`config.mk`:
```
export PLATFORM = sky130hd
export DESIGN_NAME = xorshift_range_random_generator_unit
export DESIGN_NICKNAME = d
export VERILOG_FILES = /design/src/rtl/core/xrrg_pkg.sv /design/src/rtl/core/xrrg_ctrl.sv /design/src/rtl/core/xrrg_dp.sv /design/src/rtl/core/xorshift_range_random_generator_unit.sv
export SDC_FILE = /design/constraint.sdc
export NUM_CORES = 2
export LEC_CHECK = 0
export ABC_AREA = 1
export BUFFER_PORTS_ARGS = -buffer_cell sky130_fd_sc_hd__clkbuf_2
export CORE_ASPECT_RATIO = 0.7
export CORE_UTILIZATION = 25
export DETAILED_ROUTE_END_ITERATION = 10
export PLACE_DENSITY_LB_ADDON = 0.3
export SETUP_SLACK_MARGIN = 0.5
export SYNTH_ARGS = -nofsm -noshare
export SYNTH_HDL_FRONTEND = slang
export SYNTH_SLANG_ARGS = --single-unit
```
`constraint.sdc`:
```
create_clock -name clk -period 8.2 [get_ports clk]
set_clock_uncertainty 0.05 [all_clocks]
set_input_delay 0 -clock clk [delete_from_list [all_inputs] [get_ports clk]]
set_output_delay 0 -clock clk [all_outputs]
set_load 0.02 [all_outputs]
```
`src/rtl/core/xrrg_pkg.sv`:
```
package xrrg_pkg;

	localparam int unsigned WordW = 64;
	localparam int unsigned FracW = 53;
	localparam int unsigned FracLsb = WordW - FracW;
	localparam int unsigned HalfW = WordW / 2;
	localparam int unsigned InDataW = 2 * WordW;
	localparam int unsigned OutDataW = ((WordW + FracW + 7) / 8) * 8;
	localparam int unsigned DivCntW = $clog2(WordW);

	localparam logic [WordW-1:0] GoldenWord = 64'h9e3779b97f4a7c15;
	localparam logic [WordW-1:0] ScrambleMul = 64'h2545f4914f6cdd1d;

	localparam int unsigned ShiftA = 12;
	localparam int unsigned ShiftB = 25;
	localparam int unsigned ShiftC = 27;

	// controller to datapath
	typedef struct packed {
		logic start;
		logic advance;
		logic mul_step;
		logic div_step;
		logic emit;
	} cmd_t;

	// datapath to controller
	typedef struct packed {
		logic bad_in;
		logic mul_last;
		logic div_last;
	} status_t;

	typedef enum logic [4:0] {
		ST_IDLE = 5'b00001,
		ST_ADV  = 5'b00010,
		ST_MUL  = 5'b00100,
		ST_DIV  = 5'b01000,
		ST_DONE = 5'b10000
	} state_t;

endpackage

```
`src/rtl/core/xrrg_ctrl.sv`:
```
module xrrg_ctrl (
	input  logic              clk,
	input  logic              arst_n,
	input  logic              s_tvalid,
	output logic              s_tready,
	output logic              m_tvalid,
	input  logic              m_tready,
	input  xrrg_pkg::status_t status,
	output xrrg_pkg::cmd_t    cmd
);

	xrrg_pkg::state_t state_q, state_d;
	logic out_valid_q;
	logic accept;
	logic out_free;

	assign s_tready = (state_q == xrrg_pkg::ST_IDLE);
	assign accept = s_tvalid & s_tready;
	assign out_free = ~out_valid_q | m_tready;
	assign m_tvalid = out_valid_q;

	always_comb begin
		state_d = state_q;
		cmd = '0;
		case (state_q)
			xrrg_pkg::ST_IDLE: begin
				if (accept) begin
					cmd.start = 1'b1;
					state_d = status.bad_in ? xrrg_pkg::ST_DONE : xrrg_pkg::ST_ADV;
				end
			end
			xrrg_pkg::ST_ADV: begin
				cmd.advance = 1'b1;
				state_d = xrrg_pkg::ST_MUL;
			end
			xrrg_pkg::ST_MUL: begin
				cmd.mul_step = 1'b1;
				if (status.mul_last) begin
					state_d = xrrg_pkg::ST_DIV;
				end
			end
			xrrg_pkg::ST_DIV: begin
				cmd.div_step = 1'b1;
				if (status.div_last) begin
					state_d = xrrg_pkg::ST_DONE;
				end
			end
			xrrg_pkg::ST_DONE: begin
				if (out_free) begin
					cmd.emit = 1'b1;
					state_d = xrrg_pkg::ST_IDLE;
				end
			end
			default: begin
				state_d = xrrg_pkg::ST_IDLE;
			end
		endcase
	end

	always_ff @(posedge clk or negedge arst_n) begin
		if (!arst_n) begin
			state_q <= xrrg_pkg::ST_IDLE;
			out_valid_q <= 1'b0;
		end else begin
			state_q <= state_d;
			if (cmd.emit) begin
				out_valid_q <= 1'b1;
			end else if (m_tready) begin
				out_valid_q <= 1'b0;
			end
		end
	end

endmodule

```
`src/rtl/core/xrrg_dp.sv`:
```
module xrrg_dp (
	input  logic                                 clk,
	input  logic                                 arst_n,
	input  logic                                 cfg_valid,
	input  logic [xrrg_pkg::WordW-1:0]           cfg_data,
	input  logic [xrrg_pkg::WordW-1:0]           range_low,
	input  logic [xrrg_pkg::WordW-1:0]           range_high,
	input  xrrg_pkg::cmd_t                       cmd,
	output xrrg_pkg::status_t                    status,
	output logic [xrrg_pkg::WordW-1:0]           ranged_value,
	output logic [xrrg_pkg::FracW-1:0]           unit_fraction,
	output logic                                 bad_range
);

	localparam int unsigned W = xrrg_pkg::WordW;
	localparam int unsigned H = xrrg_pkg::HalfW;

	logic [W-1:0] gen_q;
	logic [W-1:0] gen_adv;
	logic [W-1:0] lo_q;
	logic [W-1:0] span_q;
	logic         span_zero_q;
	logic         err_q;
	logic [1:0]   mul_cnt_q;
	logic [W-1:0] prod_q;
	logic [W-1:0] acc_q;
	logic [W-1:0] acc_next;
	logic [H-1:0] mul_a;
	logic [H-1:0] mul_b;
	logic [W-1:0] quo_q;
	logic [W:0]   rem_q;
	logic [W:0]   rem_sh;
	logic [xrrg_pkg::DivCntW-1:0] div_cnt_q;
	logic [W-1:0] span_in;
	logic [W-1:0] offset;
	logic [W-1:0] t1;
	logic [W-1:0] t2;
	logic [W-1:0] value_q;
	logic [xrrg_pkg::FracW-1:0] frac_q;
	logic         bad_q;

	// signed lo > hi
	assign status.bad_in = $signed(range_low) > $signed(range_high);
	assign status.mul_last = (mul_cnt_q == 2'd3);
	assign status.div_last = (div_cnt_q == {xrrg_pkg::DivCntW{1'b1}});

	assign span_in = range_high - range_low + {{(W-1){1'b0}}, 1'b1};

	assign t1 = gen_q ^ (gen_q >> xrrg_pkg::ShiftA);
	assign t2 = t1 ^ (t1 << xrrg_pkg::ShiftB);
	assign gen_adv = t2 ^ (t2 >> xrrg_pkg::ShiftC);

	// product mod 2^64 from three 32x32 partial products
	always_comb begin
		case (mul_cnt_q)
			2'd0: begin
				mul_a = gen_q[H-1:0];
				mul_b = xrrg_pkg::ScrambleMul[H-1:0];
			end
			2'd1: begin
				mul_a = gen_q[H-1:0];
				mul_b = xrrg_pkg::ScrambleMul[W-1:H];
			end
			default: begin
				mul_a = gen_q[W-1:H];
				mul_b = xrrg_pkg::ScrambleMul[H-1:0];
			end
		endcase
	end

	always_comb begin
		case (mul_cnt_q)
			2'd0: acc_next = acc_q;
			2'd1: acc_next = prod_q;
			default: acc_next = acc_q + {prod_q[H-1:0], {H{1'b0}}};
		endcase
	end

	assign rem_sh = {rem_q[W-1:0], quo_q[W-1]};

	always_ff @(posedge clk or negedge arst_n) begin
		if (!arst_n) begin
			gen_q <= xrrg_pkg::GoldenWord;
		end else if (cfg_valid) begin
			gen_q <= (cfg_data == '0) ? xrrg_pkg::GoldenWord : cfg_data;
		end else if (cmd.advance) begin
			gen_q <= gen_adv;
		end
	end

	always_ff @(posedge clk or negedge arst_n) begin
		if (!arst_n) begin
			mul_cnt_q <= 2'd0;
			div_cnt_q <= '0;
		end else begin
			if (cmd.advance) begin
				mul_cnt_q <= 2'd0;
			end else if (cmd.mul_step) begin
				mul_cnt_q <= mul_cnt_q + 2'd1;
			end
			if (cmd.mul_step) begin
				div_cnt_q <= '0;
			end else if (cmd.div_step) begin
				div_cnt_q <= div_cnt_q + {{(xrrg_pkg::DivCntW-1){1'b0}}, 1'b1};
			end
		end
	end

	always_ff @(posedge clk) begin
		if (cmd.start) begin
			lo_q <= range_low;
			span_q <= span_in;
			span_zero_q <= (span_in == '0);
			err_q <= status.bad_in;
		end
		if (cmd.mul_step) begin
			prod_q <= {{H{1'b0}}, mul_a} * {{H{1'b0}}, mul_b};
			acc_q <= acc_next;
			if (status.mul_last) begin
				quo_q <= acc_next;
				rem_q <= '0;
			end
		end
		if (cmd.div_step) begin
			quo_q <= {quo_q[W-2:0], 1'b0};
			if (rem_sh >= {1'b0, span_q}) begin
				rem_q <= rem_sh - {1'b0, span_q};
			end else begin
				rem_q <= rem_sh;
			end
		end
	end

	assign offset = span_zero_q ? acc_q : rem_q[W-1:0];

	always_ff @(posedge clk) begin
		if (cmd.emit) begin
			value_q <= err_q ? '0 : lo_q + offset;
			frac_q <= err_q ? '0 : acc_q[W-1:xrrg_pkg::FracLsb];
			bad_q <= err_q;
		end
	end

	assign ranged_value = value_q;
	assign unit_fraction = frac_q;
	assign bad_range = bad_q;

endmodule

```
`src/rtl/core/xorshift_range_random_generator_unit.sv`:
```
// xorshift64* ranged random generator.
// s_axis: one request per item, tdata = {range_high, range_low}.
// m_axis: one result per request, tdata = ranged_value and unit_fraction,
//   tuser = bad_range (lo > hi: zeros out, generator word not advanced).
// cfg: a write of cfg_data reseeds the generator word (zero loads the golden
//   constant). cfg_ready is always high; write only while the block is idle.
// Flow: a valid request runs through the xorshift step, the shared 32x32
//   multiplier partial products, the bit-serial remainder unit and the load
//   of the output register. A bad range goes straight to the output
//   register. One request is worked on at a time; the next is accepted once
//   the result sits in the output register.
// Reset: generator word loads 0x9e3779b97f4a7c15, no result pending.
// Stall: the result holds in the output register while m_tready is low;
//   a finished result waits in the controller until that register frees up.
module xorshift_range_random_generator_unit (
	input  logic                                clk,
	input  logic                                arst_n,
	input  logic                                s_tvalid,
	output logic                                s_tready,
	// [63:0] range_low, [127:64] range_high
	input  logic [xrrg_pkg::InDataW-1:0]        s_tdata,
	output logic                                m_tvalid,
	input  logic                                m_tready,
	// [63:0] ranged_value, [116:64] unit_fraction, rest zero
	output logic [xrrg_pkg::OutDataW-1:0]       m_tdata,
	// [0] bad_range
	output logic                                m_tuser,
	input  logic                                cfg_valid,
	output logic                                cfg_ready,
	input  logic [xrrg_pkg::WordW-1:0]          cfg_data
);

	xrrg_pkg::cmd_t    cmd;
	xrrg_pkg::status_t status;
	logic [xrrg_pkg::WordW-1:0] ranged_value;
	logic [xrrg_pkg::FracW-1:0] unit_fraction;

	assign cfg_ready = 1'b1;

	xrrg_ctrl u_ctrl (
		.clk      (clk),
		.arst_n   (arst_n),
		.s_tvalid (s_tvalid),
		.s_tready (s_tready),
		.m_tvalid (m_tvalid),
		.m_tready (m_tready),
		.status   (status),
		.cmd      (cmd)
	);

	xrrg_dp u_dp (
		.clk           (clk),
		.arst_n        (arst_n),
		.cfg_valid     (cfg_valid),
		.cfg_data      (cfg_data),
		.range_low     (s_tdata[xrrg_pkg::WordW-1:0]),
		.range_high    (s_tdata[xrrg_pkg::InDataW-1:xrrg_pkg::WordW]),
		.cmd           (cmd),
		.status        (status),
		.ranged_value  (ranged_value),
		.unit_fraction (unit_fraction),
		.bad_range     (m_tuser)
	);

	assign m_tdata = {{(xrrg_pkg::OutDataW - xrrg_pkg::WordW - xrrg_pkg::FracW){1'b0}},
		unit_fraction, ranged_value};

endmodule

```
Yosys cells after proc, flatten, opt, wreduce, memory -nomap -nowiden
Index checks and enable logic that the tools add are counted.
{"block": "op_classes", "n_eq_ne": 12, "n_bitwise": 6, "magnitude_cmp": 2, "n_reduce_logical": 12, "add_sub_neg": 7, "n_mul": 1, "mux": 33}
{"op": "$mux 64", "count": 11}
{"op": "$add 64x64->64", "count": 2}
{"op": "$logic_not 64->1", "count": 2}
{"op": "$pmux 64 s2", "count": 1}
{"op": "$sub 64x64->64", "count": 2}
{"op": "$ge 65x64->1", "count": 1}
{"op": "$add 64x1->64 const B", "count": 1}
{"op": "$gt 64x64->1", "count": 1}
{"op": "$mul 32x32->64", "count": 1}
{"op": "$xor 64x37->64", "count": 1}
{"op": "$xor 64x52->64", "count": 1}
{"op": "$xor 64x64->64", "count": 1}
{"op": "$mux 32", "count": 1}
{"op": "$mux 31", "count": 1}
{"op": "$mux 5", "count": 5}
{"op": "$pmux 5 s5", "count": 1}
{"op": "$mux 6", "count": 2}
{"op": "$reduce_bool 2->1", "count": 5}
{"op": "$mux 1", "count": 9}
{"op": "$add 6x1->6 const B", "count": 1}
{"op": "$eq 6x6->1 const B", "count": 1}
{"op": "$ne 2x2->1 const B", "count": 3}
{"op": "$eq 5x1->1 const B", "count": 1}
{"op": "$eq 5x2->1 const B", "count": 1}
{"op": "other kinds (15)", "count": 17}
{"block": "word_totals", "wordCells": 90, "reg_bits": 582, "in_bits": 197}

Logic depth before layout (Yosys ltp)
{"block": "depth", "ltp_word": 5, "depth_mapped": 41, "ltp_nobuf": 40}

Hierarchy
Synthesis repeated with hierarchy kept, for this count alone.
{"block": "unflattened", "cells_unflattened": 8203, "hier_area_um2": 66616.4}
{"module": "xrrg_dp", "instances": 1, "cells_per_inst": 8144, "area_each_um2": 66206.0}
{"module": "xrrg_ctrl", "instances": 1, "cells_per_inst": 53, "area_each_um2": 372.9}
{"module": "xorshift_range_random_generator_unit", "instances": 1, "cells_per_inst": 6, "area_each_um2": 37.5}

Worst setup path before layout
No wires, ideal clock.
{"block": "synth_path", "path_type": "register to register", "from": "register u_dp.mul_cnt_q[0]", "to": "register u_dp.prod_q[59], data pin", "path_stages_with_launch": 32, "setup_ns": 0.258, "arrival_time_ns": 8.121, "setup_slack_ns": -0.229, "path_buffers": 2, "path_cell_list": "dfrtp_1 > inv_1 > ha_1 > nor2_4 > buf_2 > buf_2 > o21ai_0 > inv_1 > nor2_1 > inv_1 > fa_1 > fa_1 > inv_1 > fa_1 > inv_1 > fa_1 > inv_1 > fa_1 > fa_1 > fa_1 > inv_1 > fa_1 > inv_1 > ha_1 > nand2_1 > nor2_1 > inv_1 > nor4_1 > nand4_1 > nand3_1 > a31oi_1 > xnor2_1"}
{"block": "synth_between", "elab_chain_cells": 4, "elab_cells_between_ends": 6}
{"element": "start: declaration", "line": "xrrg_dp.sv:24", "source": "logic [1:0] mul_cnt_q;"}
{"element": "start signal: assignment", "line": "xrrg_dp.sv:99", "source": "mul_cnt_q <= mul_cnt_q + 2'd1;"}
{"element": "$eq 2x1->1 or $logic_not 2->1 (tied branches)", "line": "xrrg_dp.sv:55", "source": "case (mul_cnt_q)"}
{"element": "$reduce_or 2->1 (no line)"}
{"element": "$mux 32", "line": "xrrg_dp.sv:55"}
{"element": "$mul 32x32->64 (*)", "line": "xrrg_dp.sv:117", "source": "prod_q <= {{H{1'b0}}, mul_a} * {{H{1'b0}}, mul_b};"}
{"element": "end signal: assignment", "line": "xrrg_dp.sv:117"}
{"element": "end: declaration", "line": "xrrg_dp.sv:25", "source": "logic [W-1:0] prod_q;"}
Every way passes the cells marked *; elsewhere a longest branch is shown, timed or not.
A chain may end at the register's enable or synchronous reset.

Final worst setup path
Ends and elaborated chain as after synthesis.

==> impl_metrics.json <==
{
  "cts_buffers": 75,
  "cp_common_cell": "fa_1",
  "r2r-end": "u_dp.prod_q[59]",
  "maxCapViolCount": 0,
  "synth.area.top_cells": "edfxtp_1, fa_1, ha_1",
  "grt_pass1_vias": 58800,
  "coreArea_um2": 272000,
  "synth_common_cells": "inv_1, nand2_1, nor2_1, ha_1, fa_1",
  "cts_root_buf": "clkbuf_16",
  "place.gp.congestion": 1.01,
  "initial_core_util_pct": 25.2,
  "die_x_um": 627,
  "min_path_type": "in -> async",
  "cp_data_required_time_ns": 8.58,
  "post_dp_cell_area_um2": 77300,
  "grt-ovfl-total": 0,
  "crit_fanout": 8,
  "synth_top_flop_cell": "edfxtp_1",
  "dp_hpwl_um": 254000,
  "synth_seq_cells": 582,
  "grt_pass1_wl_um": 426000,
  "r2r_setup_slack_ns": 0.44,
  "hold_viol_final": 0,
  "critical_path_buf_inv_count": 12,
  "yosys.area_share.simple_pct": 17.7,
  "area_growth_pct": 24.6,
  "final_cell_area_um2": 85200,
  "critPathSlowestCell": "fa_2",
  "clock_path_buffers": 3,
  "postSynthCellCount": 8682,
  "io_pins": 321,
  "r2r_cells": 33,
  "worst_pin_slew_ns": 1.35,
  "ys_types": 66,
  "cts_max_level": 3,
  "clkTransAtPathRegs_ns": 0.06,
  "finalSetupViolations": 0,
  "detail-route-antenna-nets": 0,
  "worstSetupPathType": "reg -> reg",
  "fp.dieH_um": 440,
  "synth_top_family_by_area": "adder cells",
  "routed_via_density": 4.69,
  "cp-startpoint": "u_dp.mul_cnt_q[0]",
  "synth.most_common_cell": "inv_1",
  "fin_crit_ns": 7.76,
  "start_kind": "register",
  "synth_top_cell_by_area": "edfxtp_1",
  "num_rows": 160,
  "cp_top_family": "adder cells",
  "synth_mux_area_share_pct": 0.148,
  "final_nets": 11200,
  "crit_cells": 33,
  "fill_cells": 29200,
  "fmax_ghz": 0.129,
  "drt-initial-drc-count": 7418,
  "antenna_found_initial": 16,
  "max_stage_delay_ns": 0.63,
  "synth_top_area_share_pct": 22.1,
  "final.setup.tns_ns": 0,
  "syn_avg_cell_area_um2": 7.87,
  "crit_path_end_kind": "register",
  "rsz0062_at_grt": "true",
  "crit_path_end": "u_dp.prod_q[59]",
  "die_area_um2": 276000,
  "tritoncts": "built",
  "reg2reg_from": "u_dp.mul_cnt_q[0]",
  "worstPathArrival_ns": 8.14,
  "wirelength_um": 301000,
  "grt_start_max_net_pins": 133,
  "ys_seq_area_share_pct": 25.0,
  "synthArstFlopShare_pct": 13.4,
  "finalMaxSlewViolations": 0,
  "drt-wirelength-per-cell_um": 22.4,
  "synth-compound-area-share_pct": 11.3,
  "yosys_warnings": 0,
  "synthesis.area_um2": 68400,
  "status": "finished clean",
  "timing.final.crit_share_pct": 94.6,
  "synth_xor_area_share_pct": 3.31,
  "drcViolationCount": 0,
  "slew_headroom_pct": 8.84,
  "cts_sinks": 582,
  "drive_gt1_share_pct": 15.6,
  "hold_ws_ns": 0.0107,
  "dr.pass1.iters": 6,
  "track_usage_pct": 21.4,
  "port_buffers": 316,
  "synth_fa_ha_area_share_pct": 30.5,
  "clkLatencyLatePin_ns": 0.72,
  "vias": 62800,
  "synth-edff-count": 503
}
routing by layer:
| metal | share of wire, % | up-vias | track usage, % |
|---|---|---|---|
| li1 | - | 29500 | - |
| met1 | 49 | 30300 | 34.1 |
| met2 | 38 | 2728 | 28.3 |
| met3 | 11 | 219 | 5.36 |
| met4 | 1.7 | 14 | 3.52 |
| met5 | 0.030 | - | 0 |
flip-flops by register name, indices dropped and copies added, names as in the netlist:
name,count
u_dp.div_cnt_q,6
u_ctrl.m_tvalid,1
u_dp.acc_q,64
u_dp.gen_q,64
u_dp.ranged_value,64
u_dp.lo_q,64
u_dp.span_q,64
u_ctrl.state_q,5
u_dp.prod_q,64
u_dp.quo_q,64
u_dp.rem_q,64
u_dp.span_zero_q,1
u_dp.bad_range,1
u_dp.mul_cnt_q,2
u_dp.err_q,1
u_dp.unit_fraction,53
logic make-up (layout without fill, tap and decap cells):
| kind of cell | after synthesis | count (layout) |
|---|---|---|
| compound gates | 1377 | 1377 |
| other cells | 2 | 61 |
| mux | 9 | 9 |
| xor+xnor | 258 | 258 |
| buf+inv | 2167 | 3174 |
| simple gates | 2967 | 2967 |
| flops | 582 | 582 |
| fa+ha+maj | 1320 | 1320 |
what timing repair did:
item	4_1_cts	5_1_grt
hold endpoints to repair	204	0
gates resized for setup	191	422
pin swaps	61	169
setup endpoints to repair	44	46
hold buffers	205	0
setup buffers	28	67
gates cloned	3	1
cell usage in the layout, fill, tap and decap left out, types with 22 or more instances in the layout:
cell type      count
nand2_2           36
nand3_1          193
inv_1           1912
fa_1             528
xnor2_1          130
a21oi_2           31
nor4_1            35
a21oi_1          517
o21ai_1           22
fa_2              47
dfstp_2           39
dfrtp_1           39
clkbuf_16         78
ha_4              38
ha_1             703
o21ai_2           26
edfxtp_1         503
buf_6             33
xor2_1           120
dlygate4sd3_1    205
a32o_1            28
clkbuf_2         315
nand4_1           50
conb_1            55
o21a_1            31
nand2_1         1508
o21ai_0          434
buf_4            429
nor3_1            61
o21bai_1          40
a31oi_1           56
a21o_1            27
nor2_1           863
o211ai_1          28
nor2_2            71
inv_2            103
nor2_4            57
worst min-delay path: stages:
cell and delay [ns]:
dlygate4sd3_1 0.53, buf_4 0.12, buf_4 0.66
worst min-delay path by stage:
| stage | from | endpoint | slack, ns | depth (start not counted) |
|---|---|---|---|---|
| after global placement | arst_n | u_dp.gen_q[62] | -0.16 | 1 |
| after floorplan | arst_n | u_ctrl.m_tvalid | -0.35 | 0 |
| after global routing | s_tdata[57] | u_dp.lo_q[57] | 0.02 | 2 |
| after detailed placement | arst_n | u_dp.gen_q[61] | -0.15 | 1 |
| after CTS | cfg_valid | u_dp.gen_q[16] | 0.0007 | 5 |
| final | arst_n | u_dp.gen_q[38] | 0.01 | 3 |
final cells by class:
cell class,instances,area [µm²],share of cell area (%)
Sequential cell,582,17100,20.1
Multi-Input combinational cell,5986,45500,53.4
Clock inverter,53,668,0.785
Tap cell,3645,4560,5.35
Antenna cell,6,15.0,0.0176
Timing Repair Buffer,1004,7690,9.03
Clock buffer,85,1970,2.31
Inverter,2032,7670,9.01
per-stage QoR:
step                worst slack, ns  utilization, %  instances
floorplan                     0.493               -       8735
finish                        0.440            31.4      13400
global route                  0.179            31.3      13400
CTS                           0.477            30.6      13300
detailed placement          -0.0864            28.4      12900
global placement             0.0124            28.4      12900
Power is left out: the tool's default activity adds up to more than one toggle a clock period on the data nets, which glitch-free logic cannot reach.
